### src/hdl/mlfd_pkg.sv
// Shared types and constants for the magic/length frame deframer.
package mlfd_pkg;

   localparam int unsigned BYTE_BITS      = 8;
   localparam int unsigned CSR_INDEX_BITS = 1;
   localparam int unsigned CSR_DATA_BITS  = 32;

   localparam logic [CSR_INDEX_BITS-1:0] CSR_MAGIC_WORD = 1'b0;
   localparam logic [CSR_INDEX_BITS-1:0] CSR_MAX_LENGTH = 1'b1;

   localparam logic [CSR_DATA_BITS-1:0] MAGIC_WORD_RESET = 32'h0000_0000;
   localparam logic [CSR_DATA_BITS-1:0] MAX_LENGTH_RESET = 32'd1048576;

   // header byte positions
   localparam logic [2:0] HDR_LEN_FIRST = 3'd4;
   localparam logic [2:0] HDR_LAST      = 3'd7;

   typedef struct packed {
      logic [BYTE_BITS-1:0] out_byte;
      logic                 last_of_frame;
      logic                 frame_error;
   } rsp_item_type;

   typedef struct packed {
      logic         push;
      rsp_item_type item;
   } rsp_push_type;

endpackage

### src/hdl/mlfd_if.sv
// Request and response channel interfaces.
interface mlfd_req_if;
   logic       valid;
   logic       ready;
   logic [7:0] in_byte;

   modport source (output valid, output in_byte, input ready);
   modport sink (input valid, input in_byte, output ready);
endinterface

interface mlfd_rsp_if;
   logic       valid;
   logic       ready;
   logic [7:0] out_byte;
   logic       last_of_frame;
   logic       frame_error;

   modport source (output valid, output out_byte, output last_of_frame, output frame_error,
                   input ready);
   modport sink (input valid, input out_byte, input last_of_frame, input frame_error,
                 output ready);
endinterface

### src/hdl/magic_length_frame_deframer_top.sv
// Top level of the magic/length frame deframer.
// Takes one stream byte per request and returns a response for every payload byte (with a
// last-of-frame flag on the final one) and a single frame_error response when an 8-byte header
// carries the wrong magic, a zero length or a length above max_length; after that error all
// further bytes are dropped until reset. One byte is accepted every cycle unless the response
// buffer is full; a request passes the input register and then the two-entry response buffer,
// which holds responses while the response side stalls. LENGTH_BITS sets the width of the
// payload counter; longer lengths are rejected. Registers must be written through
// csr_write_en/csr_index/csr_wdata only while the block is idle; the block does not enforce it.
module magic_length_frame_deframer_top
   import mlfd_pkg::*;
#(
   parameter int unsigned LENGTH_BITS = 32
) (
   input  logic                      clock,
   input  logic                      reset,
   input  logic                      csr_write_en,
   input  logic [CSR_INDEX_BITS-1:0] csr_index,
   input  logic [CSR_DATA_BITS-1:0]  csr_wdata,
   mlfd_req_if.sink                  req_if,
   mlfd_rsp_if.source                rsp_if
);

   rsp_push_type res;
   logic         res_ready;
   rsp_item_type out_item;

   mlfd_core #(
      .LENGTH_BITS(LENGTH_BITS)
   ) u_core (
      .clock        (clock),
      .reset        (reset),
      .csr_write_en (csr_write_en),
      .csr_index    (csr_index),
      .csr_wdata    (csr_wdata),
      .in_valid     (req_if.valid),
      .in_byte      (req_if.in_byte),
      .in_ready     (req_if.ready),
      .res_ready    (res_ready),
      .res          (res)
   );

   mlfd_out_buf u_out_buf (
      .clock     (clock),
      .reset     (reset),
      .res       (res),
      .res_ready (res_ready),
      .out_valid (rsp_if.valid),
      .out_ready (rsp_if.ready),
      .out_item  (out_item)
   );

   assign rsp_if.out_byte      = out_item.out_byte;
   assign rsp_if.last_of_frame = out_item.last_of_frame;
   assign rsp_if.frame_error   = out_item.frame_error;

endmodule

### src/hdl/mlfd_core.sv
// Input register, header parser, payload counter and control registers.
module mlfd_core
   import mlfd_pkg::*;
#(
   parameter int unsigned LENGTH_BITS = 32
) (
   input  logic                      clock,
   input  logic                      reset,
   input  logic                      csr_write_en,
   input  logic [CSR_INDEX_BITS-1:0] csr_index,
   input  logic [CSR_DATA_BITS-1:0]  csr_wdata,
   input  logic                      in_valid,
   input  logic [BYTE_BITS-1:0]      in_byte,
   output logic                      in_ready,
   input  logic                      res_ready,
   output rsp_push_type              res
);

   typedef enum logic [1:0] {
      PH_HEADER  = 2'd0,
      PH_PAYLOAD = 2'd1,
      PH_ERROR   = 2'd2
   } phase_type;

   localparam logic [LENGTH_BITS-1:0] LEN_ONE = {{(LENGTH_BITS-1){1'b0}}, 1'b1};

   logic [CSR_DATA_BITS-1:0] magic_word_ff, magic_word_in;
   logic [CSR_DATA_BITS-1:0] max_length_ff, max_length_in;

   logic                 in_valid_ff, in_valid_in;
   logic [BYTE_BITS-1:0] in_byte_ff, in_byte_in;

   phase_type              phase_ff, phase_in;
   logic [2:0]             hdr_count_ff, hdr_count_in;
   logic [31:0]            magic_ff, magic_in;
   logic [LENGTH_BITS-1:0] len_ff, len_in;
   logic                   len_ovf_ff, len_ovf_in;
   logic [LENGTH_BITS-1:0] left_ff, left_in;

   logic                             advance;
   logic [LENGTH_BITS-1:0]           len_base;
   logic [LENGTH_BITS+BYTE_BITS-1:0] len_wide;
   logic [LENGTH_BITS-1:0]           len_next;
   logic                             ovf_next;
   logic                             hdr_ok;

   assign advance  = in_valid_ff && res_ready;
   assign in_ready = !in_valid_ff || res_ready;

   assign len_base = (hdr_count_ff == HDR_LEN_FIRST) ? '0 : len_ff;
   assign len_wide = {len_base, in_byte_ff};
   assign len_next = len_wide[LENGTH_BITS-1:0];
   assign ovf_next = ((hdr_count_ff == HDR_LEN_FIRST) ? 1'b0 : len_ovf_ff)
                     | (|len_wide[LENGTH_BITS+BYTE_BITS-1:LENGTH_BITS]);
   assign hdr_ok   = (magic_ff == magic_word_ff) && (len_next != '0) && !ovf_next
                     && (CSR_DATA_BITS'(len_next) <= max_length_ff);

   always_comb begin
      magic_word_in = magic_word_ff;
      max_length_in = max_length_ff;
      if (csr_write_en) begin
         case (csr_index)
            CSR_MAGIC_WORD: magic_word_in = csr_wdata;
            CSR_MAX_LENGTH: max_length_in = csr_wdata;
            default: ;
         endcase
      end

      in_valid_in = (in_valid && in_ready) || (in_valid_ff && !advance);
      in_byte_in  = (in_valid && in_ready) ? in_byte : in_byte_ff;

      phase_in     = phase_ff;
      hdr_count_in = hdr_count_ff;
      magic_in     = magic_ff;
      len_in       = len_ff;
      len_ovf_in   = len_ovf_ff;
      left_in      = left_ff;
      res          = '0;

      if (advance) begin
         case (phase_ff)
            PH_HEADER: begin
               if (!hdr_count_ff[2]) begin
                  magic_in[{hdr_count_ff[1:0], 3'b000} +: BYTE_BITS] = in_byte_ff;
               end else begin
                  len_in     = len_next;
                  len_ovf_in = ovf_next;
               end
               if (hdr_count_ff != HDR_LAST) begin
                  hdr_count_in = hdr_count_ff + 3'd1;
               end else begin
                  hdr_count_in = 3'd0;
                  if (hdr_ok) begin
                     left_in  = len_next;
                     phase_in = PH_PAYLOAD;
                  end else begin
                     phase_in             = PH_ERROR;
                     res.push             = 1'b1;
                     res.item.frame_error = 1'b1;
                  end
               end
            end
            PH_PAYLOAD: begin
               left_in                = left_ff - LEN_ONE;
               res.push               = 1'b1;
               res.item.out_byte      = in_byte_ff;
               res.item.last_of_frame = (left_ff == LEN_ONE);
               if (left_ff == LEN_ONE) begin
                  phase_in = PH_HEADER;
               end
            end
            default: ;
         endcase
      end
   end

   always_ff @(posedge clock) begin
      in_byte_ff <= in_byte_in;
      magic_ff   <= magic_in;
      len_ff     <= len_in;
      len_ovf_ff <= len_ovf_in;
      if (reset) begin
         magic_word_ff <= MAGIC_WORD_RESET;
         max_length_ff <= MAX_LENGTH_RESET;
         in_valid_ff   <= 1'b0;
         phase_ff      <= PH_HEADER;
         hdr_count_ff  <= 3'd0;
         left_ff       <= '0;
      end else begin
         magic_word_ff <= magic_word_in;
         max_length_ff <= max_length_in;
         in_valid_ff   <= in_valid_in;
         phase_ff      <= phase_in;
         hdr_count_ff  <= hdr_count_in;
         left_ff       <= left_in;
      end
   end

   a_no_rsp_in_error: assert property (@(posedge clock) disable iff (reset)
      phase_ff == PH_ERROR |-> !res.push)
      else $error("response pushed in error phase");

   a_error_sticks: assert property (@(posedge clock) disable iff (reset)
      res.push && res.item.frame_error |=> phase_ff == PH_ERROR)
      else $error("frame error did not enter error phase");

   a_last_ends_frame: assert property (@(posedge clock) disable iff (reset)
      res.push && res.item.last_of_frame |=> phase_ff == PH_HEADER && hdr_count_ff == 3'd0)
      else $error("last byte did not return to header phase");

endmodule

### src/hdl/mlfd_out_buf.sv
// Two-entry response buffer between the parser and the response channel.
module mlfd_out_buf
   import mlfd_pkg::*;
(
   input  logic         clock,
   input  logic         reset,
   input  rsp_push_type res,
   output logic         res_ready,
   output logic         out_valid,
   input  logic         out_ready,
   output rsp_item_type out_item
);

   rsp_item_type entry_ff [2];
   rsp_item_type entry_in [2];
   logic       wr_ptr_ff, wr_ptr_in;
   logic       rd_ptr_ff, rd_ptr_in;
   logic [1:0] count_ff, count_in;
   logic       pop;

   assign res_ready = (count_ff != 2'd2);
   assign out_valid = (count_ff != 2'd0);
   assign out_item  = entry_ff[rd_ptr_ff];
   assign pop       = out_valid && out_ready;

   always_comb begin
      entry_in  = entry_ff;
      wr_ptr_in = wr_ptr_ff;
      rd_ptr_in = rd_ptr_ff;
      count_in  = count_ff;
      if (res.push) begin
         entry_in[wr_ptr_ff] = res.item;
         wr_ptr_in           = !wr_ptr_ff;
      end
      if (pop) begin
         rd_ptr_in = !rd_ptr_ff;
      end
      case ({res.push, pop})
         2'b10:   count_in = count_ff + 2'd1;
         2'b01:   count_in = count_ff - 2'd1;
         default: count_in = count_ff;
      endcase
   end

   always_ff @(posedge clock) begin
      entry_ff <= entry_in;
      if (reset) begin
         wr_ptr_ff <= 1'b0;
         rd_ptr_ff <= 1'b0;
         count_ff  <= 2'd0;
      end else begin
         wr_ptr_ff <= wr_ptr_in;
         rd_ptr_ff <= rd_ptr_in;
         count_ff  <= count_in;
      end
   end

   a_no_push_when_full: assert property (@(posedge clock) disable iff (reset)
      count_ff == 2'd2 |-> !res.push)
      else $error("response pushed into full buffer");

endmodule
### src/flat_wrapper.sv
// flat-port wrapper written by rule: the top's interface ports become plain ports
module magic_length_frame_deframer_top_flat import mlfd_pkg::*;
#(
   parameter int unsigned LENGTH_BITS = 32
)
  (clock, reset, csr_write_en, csr_index, csr_wdata, req_if_valid, req_if_in_byte, req_if_ready, rsp_if_valid, rsp_if_out_byte, rsp_if_last_of_frame, rsp_if_frame_error, rsp_if_ready);
  mlfd_req_if req_if_i ();
  mlfd_rsp_if rsp_if_i ();
  input  logic clock;
  input  logic reset;
  input  logic csr_write_en;
  input  logic [CSR_INDEX_BITS-1:0] csr_index;
  input  logic [CSR_DATA_BITS-1:0] csr_wdata;
  input wire logic [$bits(req_if_i.valid)-1:0] req_if_valid;
  input wire logic [$bits(req_if_i.in_byte)-1:0] req_if_in_byte;
  output wire logic [$bits(req_if_i.ready)-1:0] req_if_ready;
  output wire logic [$bits(rsp_if_i.valid)-1:0] rsp_if_valid;
  output wire logic [$bits(rsp_if_i.out_byte)-1:0] rsp_if_out_byte;
  output wire logic [$bits(rsp_if_i.last_of_frame)-1:0] rsp_if_last_of_frame;
  output wire logic [$bits(rsp_if_i.frame_error)-1:0] rsp_if_frame_error;
  input wire logic [$bits(rsp_if_i.ready)-1:0] rsp_if_ready;
  assign req_if_i.valid = req_if_valid;
  assign req_if_i.in_byte = req_if_in_byte;
  assign req_if_ready = req_if_i.ready;
  assign rsp_if_valid = rsp_if_i.valid;
  assign rsp_if_out_byte = rsp_if_i.out_byte;
  assign rsp_if_last_of_frame = rsp_if_i.last_of_frame;
  assign rsp_if_frame_error = rsp_if_i.frame_error;
  assign rsp_if_i.ready = rsp_if_ready;
  magic_length_frame_deframer_top #(.LENGTH_BITS(LENGTH_BITS)) u_core (.clock(clock), .reset(reset), .csr_write_en(csr_write_en), .csr_index(csr_index), .csr_wdata(csr_wdata), .req_if(req_if_i), .rsp_if(rsp_if_i));
endmodule
### config.mk
export PLATFORM = sky130hd
export DESIGN_NAME = magic_length_frame_deframer_top_flat
export DESIGN_NICKNAME = d
export VERILOG_FILES = /design/src/hdl/mlfd_pkg.sv /design/src/hdl/mlfd_if.sv /design/src/hdl/magic_length_frame_deframer_top.sv /design/src/hdl/mlfd_core.sv /design/src/hdl/mlfd_out_buf.sv /design/src/flat_wrapper.sv
export SDC_FILE = /design/constraint.sdc
export NUM_CORES = 1
export LEC_CHECK = 0
export BUFFER_PORTS_ARGS = -buffer_cell sky130_fd_sc_hd__buf_4
export CORE_MARGIN = 3
export CORE_UTILIZATION = 66
export DETAILED_ROUTE_END_ITERATION = 10
export PLACE_DENSITY = 0.86
export SLEW_MARGIN = 0
export SYNTH_ARGS = -nofsm -noshare
export SYNTH_HDL_FRONTEND = slang
export SYNTH_SLANG_ARGS = --single-unit
### constraint.sdc
create_clock -name clock -period 11.69 [get_ports clock]
set_clock_uncertainty 0.15 [all_clocks]
set_input_delay 0.5845 -clock clock [delete_from_list [all_inputs] [get_ports clock]]
set_output_delay 0.5845 -clock clock [all_outputs]
set_load 0.01 [all_outputs]
[Word level (Yosys, flattened, before mapping)]
Cells that the tools add are included.
Cells by class
  order comparisons: 4
  multiplexer cells: 24
  bitwise operators: 5
  div/mod/pow operators: 0
  multipliers: 0
  add/subtract/negate cells: 5
  shifts and indexed selects: 2
  eq/ne operators: 11
  reductions and logical operators: 28
Operators with widths (count)
  32-bit two-way mux: 3
  32-bit case mux with 2 select lines: 1
  10-bit two-way mux: 4
  32-bit bitwise mux: 1
  32-bit by 1-bit equality test with 1-bit output, second input constant: 1
  32-bit equality test: 1
  32-bit less-or-equal comparator: 1
  32-bit nonzero test: 1
  8-bit by 7-bit variable shift with 32-bit output, first input constant: 1
  8-bit by 7-bit variable part select with 32-bit output: 1
  32-bit by 1-bit subtractor with 32-bit output, second input constant: 1
  20-bit bitwise mux: 1
  11-bit two-way mux: 1
  10-bit demux with 1-bit select: 1
  9-bit two-way mux: 1
  1-bit logical AND: 8
  2-bit inequality test, second input constant: 4
  2-bit case mux with 2 select lines: 2
  4-bit AND reduction: 2
  8-bit OR reduction: 1
  5-bit negator with 7-bit output: 1
  2-bit two-way mux: 3
  2-bit AND reduction: 3
  3-bit AND reduction: 2
  19 further kinds: 33
Storage, ports and cells
  memory bits (read-only): 0
  input bits: 46
  memories kept: 0
  bits in latches: 0
  bits in writable memories: 0
  register bits after elaboration: 199

[Logic depth before layout (Yosys ltp)]
Gate-level depths: netlist of run 1.
  depth after elaboration: 13
  depth in mapped cells: 16

[Cells and area by module]
Synthesis of run 1 repeated with hierarchy kept, for this count alone.
Unflattened totals
  cell total of the unflattened synthesis: 1035
  area total of the unflattened synthesis: 9844.4 µm²
Modules (own cells, without submodules)
  mlfd_core: cells each 983, area an instance 8936.1 µm², times used 1
  mlfd_out_buf: cells each 52, area an instance 908.4 µm², times used 1

[Worst setup path before layout of run 1]
OpenSTA, ideal clock, no wires.
  path type: flip-flop to flip-flop
  from: reg u_core.u_core.hdr_count_ff[0]
  to: reg u_core.u_out_buf.entry_ff[0] (netlist bit) (enable)
  path slack: 7.592 ns
  data arrival time: 3.571 ns
  path buffers: 1
  library setup time: 0.376 ns
  cell stages (with the launch flop): 13
  path through: dfxtp_1 -> inv_1 -> ha_1 -> nand2_1 -> clkbuf_1 -> and2_1 -> ha_1 -> nand4_2 -> or4_4 -> a311oi_2 -> nor4b_2 -> or2_2 -> nor2_1
On the way
  elaborated cells between the ends (all ways): 16
RTL lines
  start, declared: RTL line mlfd_core.sv:34  | logic [2:0] hdr_count_ff, hdr_count_in;
  start signal, assigned: RTL line mlfd_core.sv:134  | hdr_count_ff <= hdr_count_in;
  3-bit equality test *: RTL line mlfd_core.sv:50  | assign len_base = (hdr_count_ff == HDR_LEN_FIRST) ? '0 : len_ff;
  32-bit two-way mux *: RTL line mlfd_core.sv:50
  via u_core.u_core.len_base[22]: RTL line mlfd_core.sv:41  | logic [LENGTH_BITS-1:0] len_base;
  branches (longest 3 deep; another with 32-bit less-or-equal comparator)
  1-bit logical AND *: RTL line mlfd_core.sv:56  | && (CSR_DATA_BITS'(len_next) <= max_length_ff);
  1-bit two-way mux *: RTL line mlfd_core.sv:93  | if (hdr_ok) begin
  1-bit two-way mux *: RTL line mlfd_core.sv:89  | if (hdr_count_ff != HDR_LAST) begin
  1-bit case mux with 2 select lines *: RTL line mlfd_core.sv:81  | case (phase_ff)
  11-bit two-way mux *: RTL line mlfd_core.sv:80  | if (advance) begin
  end signal, assigned: RTL line mlfd_out_buf.sv:46  | entry_ff <= entry_in;
  end, declared: RTL line mlfd_out_buf.sv:14  | rsp_item_type entry_ff [2];
Mark *: on every way through the listed nets, which the timed path passes.
A chain may end at the register's enable or synchronous reset.

[Worst setup path in the final report of run 1]
  from: reg u_core.u_core.hdr_count_ff[0]
  to: reg u_core.u_core.left_ff[29]
On the way
  elaborated cells between the ends (all ways): 18
RTL lines
  3-bit equality test *: RTL line mlfd_core.sv:50
  32-bit two-way mux *: RTL line mlfd_core.sv:50
  via u_core.u_core.len_base[19]: RTL line mlfd_core.sv:41
  branches (longest 3 deep; another with 32-bit less-or-equal comparator)
  1-bit logical AND *: RTL line mlfd_core.sv:56
  2-bit inequality test (no source line) *
  4-bit AND reduction (no source line) *
  end signal, assigned: RTL line mlfd_core.sv:135  | left_ff <= left_in;
  end, declared: RTL line mlfd_core.sv:38  | logic [LENGTH_BITS-1:0] left_ff, left_in;
Mark *: on every way through the listed nets, which the timed path passes. The select of a mux whose other input is x is not followed.

==> results of run 1 <==
==> sequential cells by signal, indices dropped and copies added (netlist names) <==
signal	cells
u_core.u_core.left_ff	32
u_core.u_core.len_ff	32
u_core.u_core.magic_ff	32
u_core.u_core.magic_word_ff	32
u_core.u_core.max_length_ff	32
u_core.u_out_buf.entry_ff	20
u_core.u_core.in_byte_ff	8
u_core.u_core.hdr_count_ff	3
u_core.u_core.phase_ff	2
u_core.u_out_buf.count_ff	2
u_core.u_core.in_valid_ff	1
u_core.u_core.len_ovf_ff	1
u_core.u_out_buf.rd_ptr_ff	1
u_core.u_out_buf.wr_ptr_ff	1
==> per-layer routing <==
metal | wire length (um) | share of wire (%) | global-route usage (%)
met4 | 1640 | 6.1 | 19.5
met1 | 10200 | 38 | 45.3
met3 | 2880 | 11 | 8.80
met5 | 11 | 0.041 | 0
met2 | 12200 | 45 | 52.5
==> layout by cell type (no fill, tap or decap), types with 3 or more instances in the layout <==
master / instances
nand4_1: 14
nand2_1: 179
nor4_1: 32
a32o_1: 5
nor2b_1: 3
nand3b_1: 4
nand3_1: 10
and2_1: 73
o22ai_1: 3
a22oi_1: 6
clkbuf_16: 19
a211oi_1: 6
o21a_1: 3
buf_4: 67
nor2_1: 43
edfxtp_1: 93
nor3_1: 24
and3_1: 3
ha_1: 41
a311oi_1: 4
mux2_2: 10
xnor2_1: 11
dfxtp_1: 106
o21ai_0: 14
a21oi_1: 119
clkbuf_1: 5
o32ai_1: 11
a31oi_1: 3
inv_1: 45
a211o_1: 5
nor3b_1: 5
xor2_1: 28
or4_1: 7
nand2b_1: 4
==> power groups by stage <==
stage | clock [mW] | combinational [mW] | sequential (mW)
2_1_floorplan | 0 | 0.0512 | 0.764
3_3_place_gp | 0 | 0.0819 | 0.770
3_5_place_dp | 0 | 0.0847 | 0.771
4_1_cts | 0.563 | 0.0862 | 0.756
5_1_grt | 0.592 | 0.0968 | 0.757
6_report | 0.561 | 0.0877 | 0.756
==> final cells by class <==
type                       instances  share of cell area [%]
clock inverter                     6                   0.349
tap                              180                    2.10
sequential                       199                    45.8
timing repair buffer              67                    4.68
clock buffer                      26                    4.86
multi-input combinational        713                    40.7
inverter                          45                    1.57
==> critical path, cell delays in order (launching register included) <==
cell	delay (ns)
dfxtp_1	0.40
inv_1	0.18
ha_1	0.32
nand2_1	0.45
and2_1	0.38
ha_1	0.33
nand4_1	0.17
or4_4	0.58
a311oi_2	0.55
nor4b_4	0.10
buf_4	0.22
nor2_1	0.85
o221a_2	0.35
==> how the worst min path moves through the flow <==
stage / cells past startpoint / start / slack, ns / endpoint
after detailed placement: 2 / u_core.u_core.max_length_ff[16]$_SDFFE_PP0P_ / 0.30 / u_core.u_core.max_length_ff[16]$_SDFFE_PP0P_
after floorplan: 2 / u_core.u_core.max_length_ff[10]$_SDFFE_PP0P_ / 0.29 / u_core.u_core.max_length_ff[10]$_SDFFE_PP0P_
after global routing: 1 / req_if_in_byte[4] / 0.15 / u_core.u_core.in_byte_ff[4]$_DFFE_PP_
after CTS: 1 / req_if_in_byte[0] / 0.16 / u_core.u_core.in_byte_ff[0]$_DFFE_PP_
final: 1 / req_if_in_byte[0] / 0.17 / u_core.u_core.in_byte_ff[0]$_DFFE_PP_
after global placement: 2 / u_core.u_core.max_length_ff[5]$_SDFFE_PP0P_ / 0.29 / u_core.u_core.max_length_ff[5]$_SDFFE_PP0P_
==> cells by family after synthesis <==
group,Yosys count,share of synthesized area (%)
muxes,11,1.27
buffers and inverters,94,3.79
and+or+nand+nor,417,21.7
adders and majority gates,41,5.32
xor gates and xnor gates,39,3.54
DFF,199,51.0
AOI/OAI and AO/OA,205,13.4
==> stage by stage <==
| step | cells | util (%) | hold slack, ns |
|---|---|---|---|
| 2_1_floorplan | 1006 | - | 0.286 |
| 3_5_place_dp | 1204 | 72.2 | 0.298 |
| 6_report | 1236 | 76.2 | 0.170 |
| 4_1_cts | 1236 | 76.2 | 0.156 |
| 5_1_grt | 1236 | 76.2 | 0.150 |
| 3_3_place_gp | 1204 | 72.2 | 0.293 |
==> impl_metrics.py, run 1 <==
metrics = {
    "setup_path": {
        "reg2reg_from": "u_core.u_core.hdr_count_ff[0]$_SDFFE_PP0P_",
        "crit_start": "u_core.u_core.hdr_count_ff[0]$_SDFFE_PP0P_",
        "r2r_cells": 12,
        "crit_arrival_ns": 5.34,
        "start_kind": "flop",
        "critical_path_class": "flop to flop",
        "worst_ep_required_time_ns": 11.92,
        "r2r_setup_slack_ns": 6.58,
        "crit_fanout": 24,
        "critPathCaptureType": "flop",
        "crit_end": "u_core.u_core.left_ff[29]$_SDFFE_PP0P_",
        "worstReg2RegEnd": "u_core.u_core.left_ff[29]$_SDFFE_PP0P_",
    },
    "power": {
        "internal_power_mw": 1.08,
        "seqPwrFrac_pct": 53.8,
        "p_leak_nw": 3.84,
        "combPwrFrac_pct": 6.2,
        "power_density_nw_per_um2": 131,
        "power.switching_mw": 0.322,
        "p_sw_share_pct": 22.9,
        "clock_power_share_pct": 39.9,
        "vdd_ir_drop_max_uv": 112,
        "power_mw": 1.41,
    },
    "flow_run": {
        "timing.max_cap.violations": 0,
    },
    "clock_network": {
        "cts_sinks": 199,
        "cts_tree": "done",
        "htreeDepth": 4,
        "clk_pin_slew_ns": 0.07,
        "cts-root-buf": "clkbuf_16",
        "ctsResizeCount": 0,
        "post-cts-setup-buffers": 0,
        "cts.path.max_buffers": 2,
        "cts_hold_buf": 0,
        "clk_latency_ns": 0.44,
        "cts_inserted_buffers": 17,
    },
    "global_routing": {
        "antenna_found_initial": 1,
        "grt_pass1_vias": 8013,
        "grt_max_degree": 65,
        "grt_pass1_wl_mm": 42.8,
        "track_usage_pct": 34.6,
        "grt-ovfl-total": 0,
    },
    "synth": {
        "synth_most_common_cell": "nand2_1",
        "synth_top_area_cell": "edfxtp_1",
        "synth_cells": 1006,
        "syn_avg_cell_area_um2": 9.59,
        "synth_common_cells": "179 x nand2_1, 119 x a21oi_1, 106 x dfxtp_1",
        "synth_top_cell_area_share_pct": 29.0,
        "netlist-cell-type-count": 66,
        "syn_area_um2": 9650,
        "synth_flop_cell": "dfxtp_1",
        "yosys_warnings": 0,
        "async_flop_share_pct": 0,
        "ys_ff_latch": 199,
        "syn_nets": 1093,
        "ys_seq_area_share_pct": 51.0,
        "netlist_top_cells_area": "edfxtp_1 29%, dfxtp_1 22%, nand2_1 7.0%",
        "synth_edf_count": 93,
    },
    "placement": {
        "dpl.hpwl_mm": 18.3,
        "port-buffer-count": 57,
        "post-place-ws_ns": 6.73,
        "gp_congestion": 0.939,
        "postPlaceCellArea_um2": 10200,
    },
    "timing": {
        "finalMaxSlewViolations": 0,
        "fin_crit_ns": 5.11,
        "finalHoldViolations": 0,
        "setup_slack_ns": 6.58,
        "slew_headroom_pct": 20.5,
        "rsz0062_at_grt": "false",
        "fmax_ghz": 0.196,
        "finalSetupTns_ns": 0,
        "setup_viol": 0,
        "worst_pin_slew_ns": 1.19,
        "fin_crit_sh_pct": 43.7,
    },
    "floorplan": {
        "fp.dieH_um": 127,
        "core_um2": 14100,
        "dieArea_um2": 16100,
        "row_count": 43,
        "io_pins": 58,
        "start_util_pct": 68.4,
        "die_w_um": 127,
    },
    "routing": {
        "vias": 8174,
        "wl_per_cell_um": 21.8,
        "viasPerCell": 6.61,
        "ant_nets": 0,
        "wl_mm": 26.9,
        "drc": 0,
        "drtIter0Drc": 1007,
        "dr.pass1.iters": 6,
    },
    "cells_and_area": {
        "diodes": 0,
        "final_nets": 1130,
        "drive_gt1_share_pct": 11.4,
        "seq_area_um2": 4910,
        "multiInputGateArea_um2": 4370,
        "synthToLayoutAreaGrowth_pct": 11.4,
        "design_area_um2": 10700,
        "nFillCells": 967,
    },
    "outcome": {
        "status": "completed",
    },
    "hold_path": {
        "min_path_type": "input port to flop",
    },
}
Power figures use the tool's default switching activity.
==> run 2: changes to the inputs <==
Settings changed: CORE_UTILIZATION 66 to 55, PLACE_DENSITY 0.86 to 0.76.
Clock period 11.69 ns to 4.4 ns, I/O delays scaled along.
==> run 2 against run 1 <==
Effect of this change: die area increased by 19%; global-route usage decreased by 5.8 points; count of clock-buffer cells in the layout decreased by 7; critical endpoint is now u_core.u_out_buf.count_ff[1]$_SDFFE_PP0P_; largest cell class unchanged; largest power group unchanged.
==> impl_metrics.py, run 2 (synthesis gave the netlist of run 1 again) <==
metrics = {
    "outcome": {
        "status": "completed",
    },
    "cells_and_area": {
        "final_common_cell": "nand2_1",
        "drive_gt1_share_pct": 13.0,
        "diodes": 0,
        "synthToLayoutAreaGrowth_pct": 18.0,
        "final_nets": 1189,
        "final_cell_mix": "178 x nand2_1, 119 x a21oi_1, 106 x dfxtp_1, 93 x edfxtp_1, 83 x buf_4",
        "fin_util_pct": 67.4,
        "instances_no_fill": 1335,
        "design_area_um2": 11400,
    },
    "clock_network": {
        "clk_pin_slew_ns": 0.08,
        "cts_tree": "done",
        "cts.path.max_buffers": 2,
        "clk_latency_ns": 0.44,
        "htreeDepth": 4,
        "cts_sinks": 199,
        "cts_inserted_buffers": 17,
        "cts-root-buf": "clkbuf_16",
    },
    "global_routing": {
        "track_usage_pct": 28.7,
        "grt_pass1_vias": 7792,
        "grt-ovfl-total": 0,
        "grt_max_degree": 91,
        "antenna_found_initial": 0,
        "grt_pass1_wl_mm": 42.9,
    },
    "placement": {
        "port-buffer-count": 57,
        "gp_congestion": 0.978,
        "dpl.hpwl_mm": 18.4,
        "post-place-cells": 1259,
        "postPlaceCellArea_um2": 10300,
    },
    "routing": {
        "drc": 0,
        "viasPerCell": 6.08,
        "vias": 8118,
        "wl_mm": 27.7,
        "wl_per_cell_um": 20.8,
        "drtIter0Drc": 888,
        "ant_nets": 0,
        "dr.pass1.iters": 5,
    },
    "hold_path": {
        "min_from": "csr_index",
        "hold_path_end": "u_core.u_core.magic_word_ff[8]$_SDFFE_PP0P_",
        "hold_depth": 4,
        "min_path_type": "input port to flop",
    },
    "floorplan": {
        "row_count": 47,
        "fp.dieH_um": 138,
        "die_w_um": 138,
        "dieArea_um2": 19200,
        "io_pins": 58,
        "core_um2": 16900,
        "start_util_pct": 57.2,
    },
    "setup_path": {
        "worstReg2RegEnd": "u_core.u_out_buf.count_ff[1]$_SDFFE_PP0P_",
        "worst_ep_required_time_ns": 4.61,
        "crit_fanout": 16,
        "r2r_setup_slack_ns": 0.30,
        "start_kind": "flop",
        "crit_arrival_ns": 4.31,
        "critical_path_class": "flop to flop",
        "critPathCaptureType": "flop",
        "reg2reg_from": "u_core.u_core.hdr_count_ff[0]$_SDFFE_PP0P_",
        "r2r_cells": 14,
    },
    "timing": {
        "finalMaxSlewViolations": 0,
        "setup_viol": 0,
        "finalHoldViolations": 0,
        "slew_headroom_pct": 21.8,
        "fmax_ghz": 0.244,
        "worst_pin_slew_ns": 1.17,
        "fin_crit_sh_pct": 93.2,
        "rsz0062_at_grt": "false",
        "finalSetupTns_ns": 0,
        "fin_crit_ns": 4.10,
    },
    "flow_run": {
        "timing.max_cap.violations": 0,
    },
    "power": {
        "clock_power_share_pct": 40.2,
        "power.switching_mw": 0.941,
        "power_density_nw_per_um2": 335,
        "p_leak_nw": 4.11,
        "p_sw_share_pct": 24.7,
        "seqPwrFrac_pct": 52.1,
        "vdd_ir_drop_max_uv": 290,
        "combPwrFrac_pct": 7.7,
        "internal_power_mw": 2.87,
    },
}
## run 2: changes by cell type in the layout (fill, tap and decap cells not counted), moves of 2 or more
cell	delta
dlygate4sd3_1	+43
clkinvlp_4	+3
inv_8	+3
buf_4	+16
inv_6	+2
clkbuf_1	-5
## run 2: worst max-delay path: stages, from the launching register on
cell	delay, ns
dfxtp_1	0.31
inv_1	0.13
ha_1	0.21
nand2_2	0.12
buf_4	0.22
and2_1	0.20
ha_1	0.33
nand4_1	0.12
or4_4	0.54
a311oi_4	0.44
nor4b_2	0.13
or2_2	0.33
ha_1	0.31
or3_1	0.35
a21oi_1	0.13
## run 2: final cells by class
| class | instances | area, um^2 |
|---|---|---|
| Fill cell | 1236 | 5500 |
| Tap cell | 220 | 275 |
| Clock buffer | 19 | 464 |
| Timing Repair Buffer | 126 | 1050 |
| Sequential cell | 199 | 4910 |
| Inverter | 45 | 169 |
| Multi-Input combinational cell | 713 | 4390 |
| Clock inverter | 13 | 110 |
## run 2: worst max path at each step
stage,end,slack [ns],start,cells past startpoint
final,u_core.u_out_buf.count_ff[1]$_SDFFE_PP0P_,0.30,u_core.u_core.hdr_count_ff[0]$_SDFFE_PP0P_,14
after global routing,u_core.u_out_buf.count_ff[1]$_SDFFE_PP0P_,0.06,u_core.u_core.hdr_count_ff[0]$_SDFFE_PP0P_,15
after CTS,u_core.u_core.left_ff[13]$_SDFFE_PP0P_,0.13,u_core.u_core.hdr_count_ff[0]$_SDFFE_PP0P_,12
after detailed placement,u_core.u_core.left_ff[13]$_SDFFE_PP0P_,0.18,u_core.u_core.hdr_count_ff[0]$_SDFFE_PP0P_,12
after global placement,u_core.u_core.left_ff[13]$_SDFFE_PP0P_,0.22,u_core.u_core.hdr_count_ff[0]$_SDFFE_PP0P_,12
after floorplan,u_core.u_out_buf.entry_ff[0]$_DFFE_PP_,0.30,u_core.u_core.hdr_count_ff[0]$_SDFFE_PP0P_,12
## run 2: repair_timing
item                       in CTS  in global routing
hold endpoints to repair       81                  0
hold buffers                   43                  0
resized for setup               0                  4
buffers inserted                0                  1
setup endpoints to repair       0                 16
## run 2: metrics by stage
step / hold WS, ns / setup WS [ns] / power [mW]
6_report: 0.0211 / 0.300 / 3.82
5_1_grt: 0.0451 / 0.0624 / 3.93
4_1_cts: 0.000129 / 0.127 / 3.83
3_5_place_dp: 0.250 / 0.183 / 2.28
3_3_place_gp: 0.249 / 0.223 / 2.28
2_1_floorplan: 0.169 / 0.302 / 2.17
## run 2: metal layers
layer  part of all wire [%]  global-route usage [%]  wire length, um  up-vias
met4                    5.0                    16.0             1390        0
li1                       -                       -                -     3785
met2                     45                    44.3            12600      395
met3                    9.0                    7.32             2500       96
met5                      0                       0                0        -
met1                     41                    37.0            11300     3842
## run 2: power by group through the flow
stage | clock network [mW] | registers [mW] | logic (mW)
finish | 1.53 | 1.99 | 0.293
global route | 1.61 | 1.99 | 0.320
CTS | 1.55 | 1.99 | 0.286
detailed placement | 0 | 2.03 | 0.253
global placement | 0 | 2.03 | 0.249
floorplan | 0 | 2.03 | 0.136
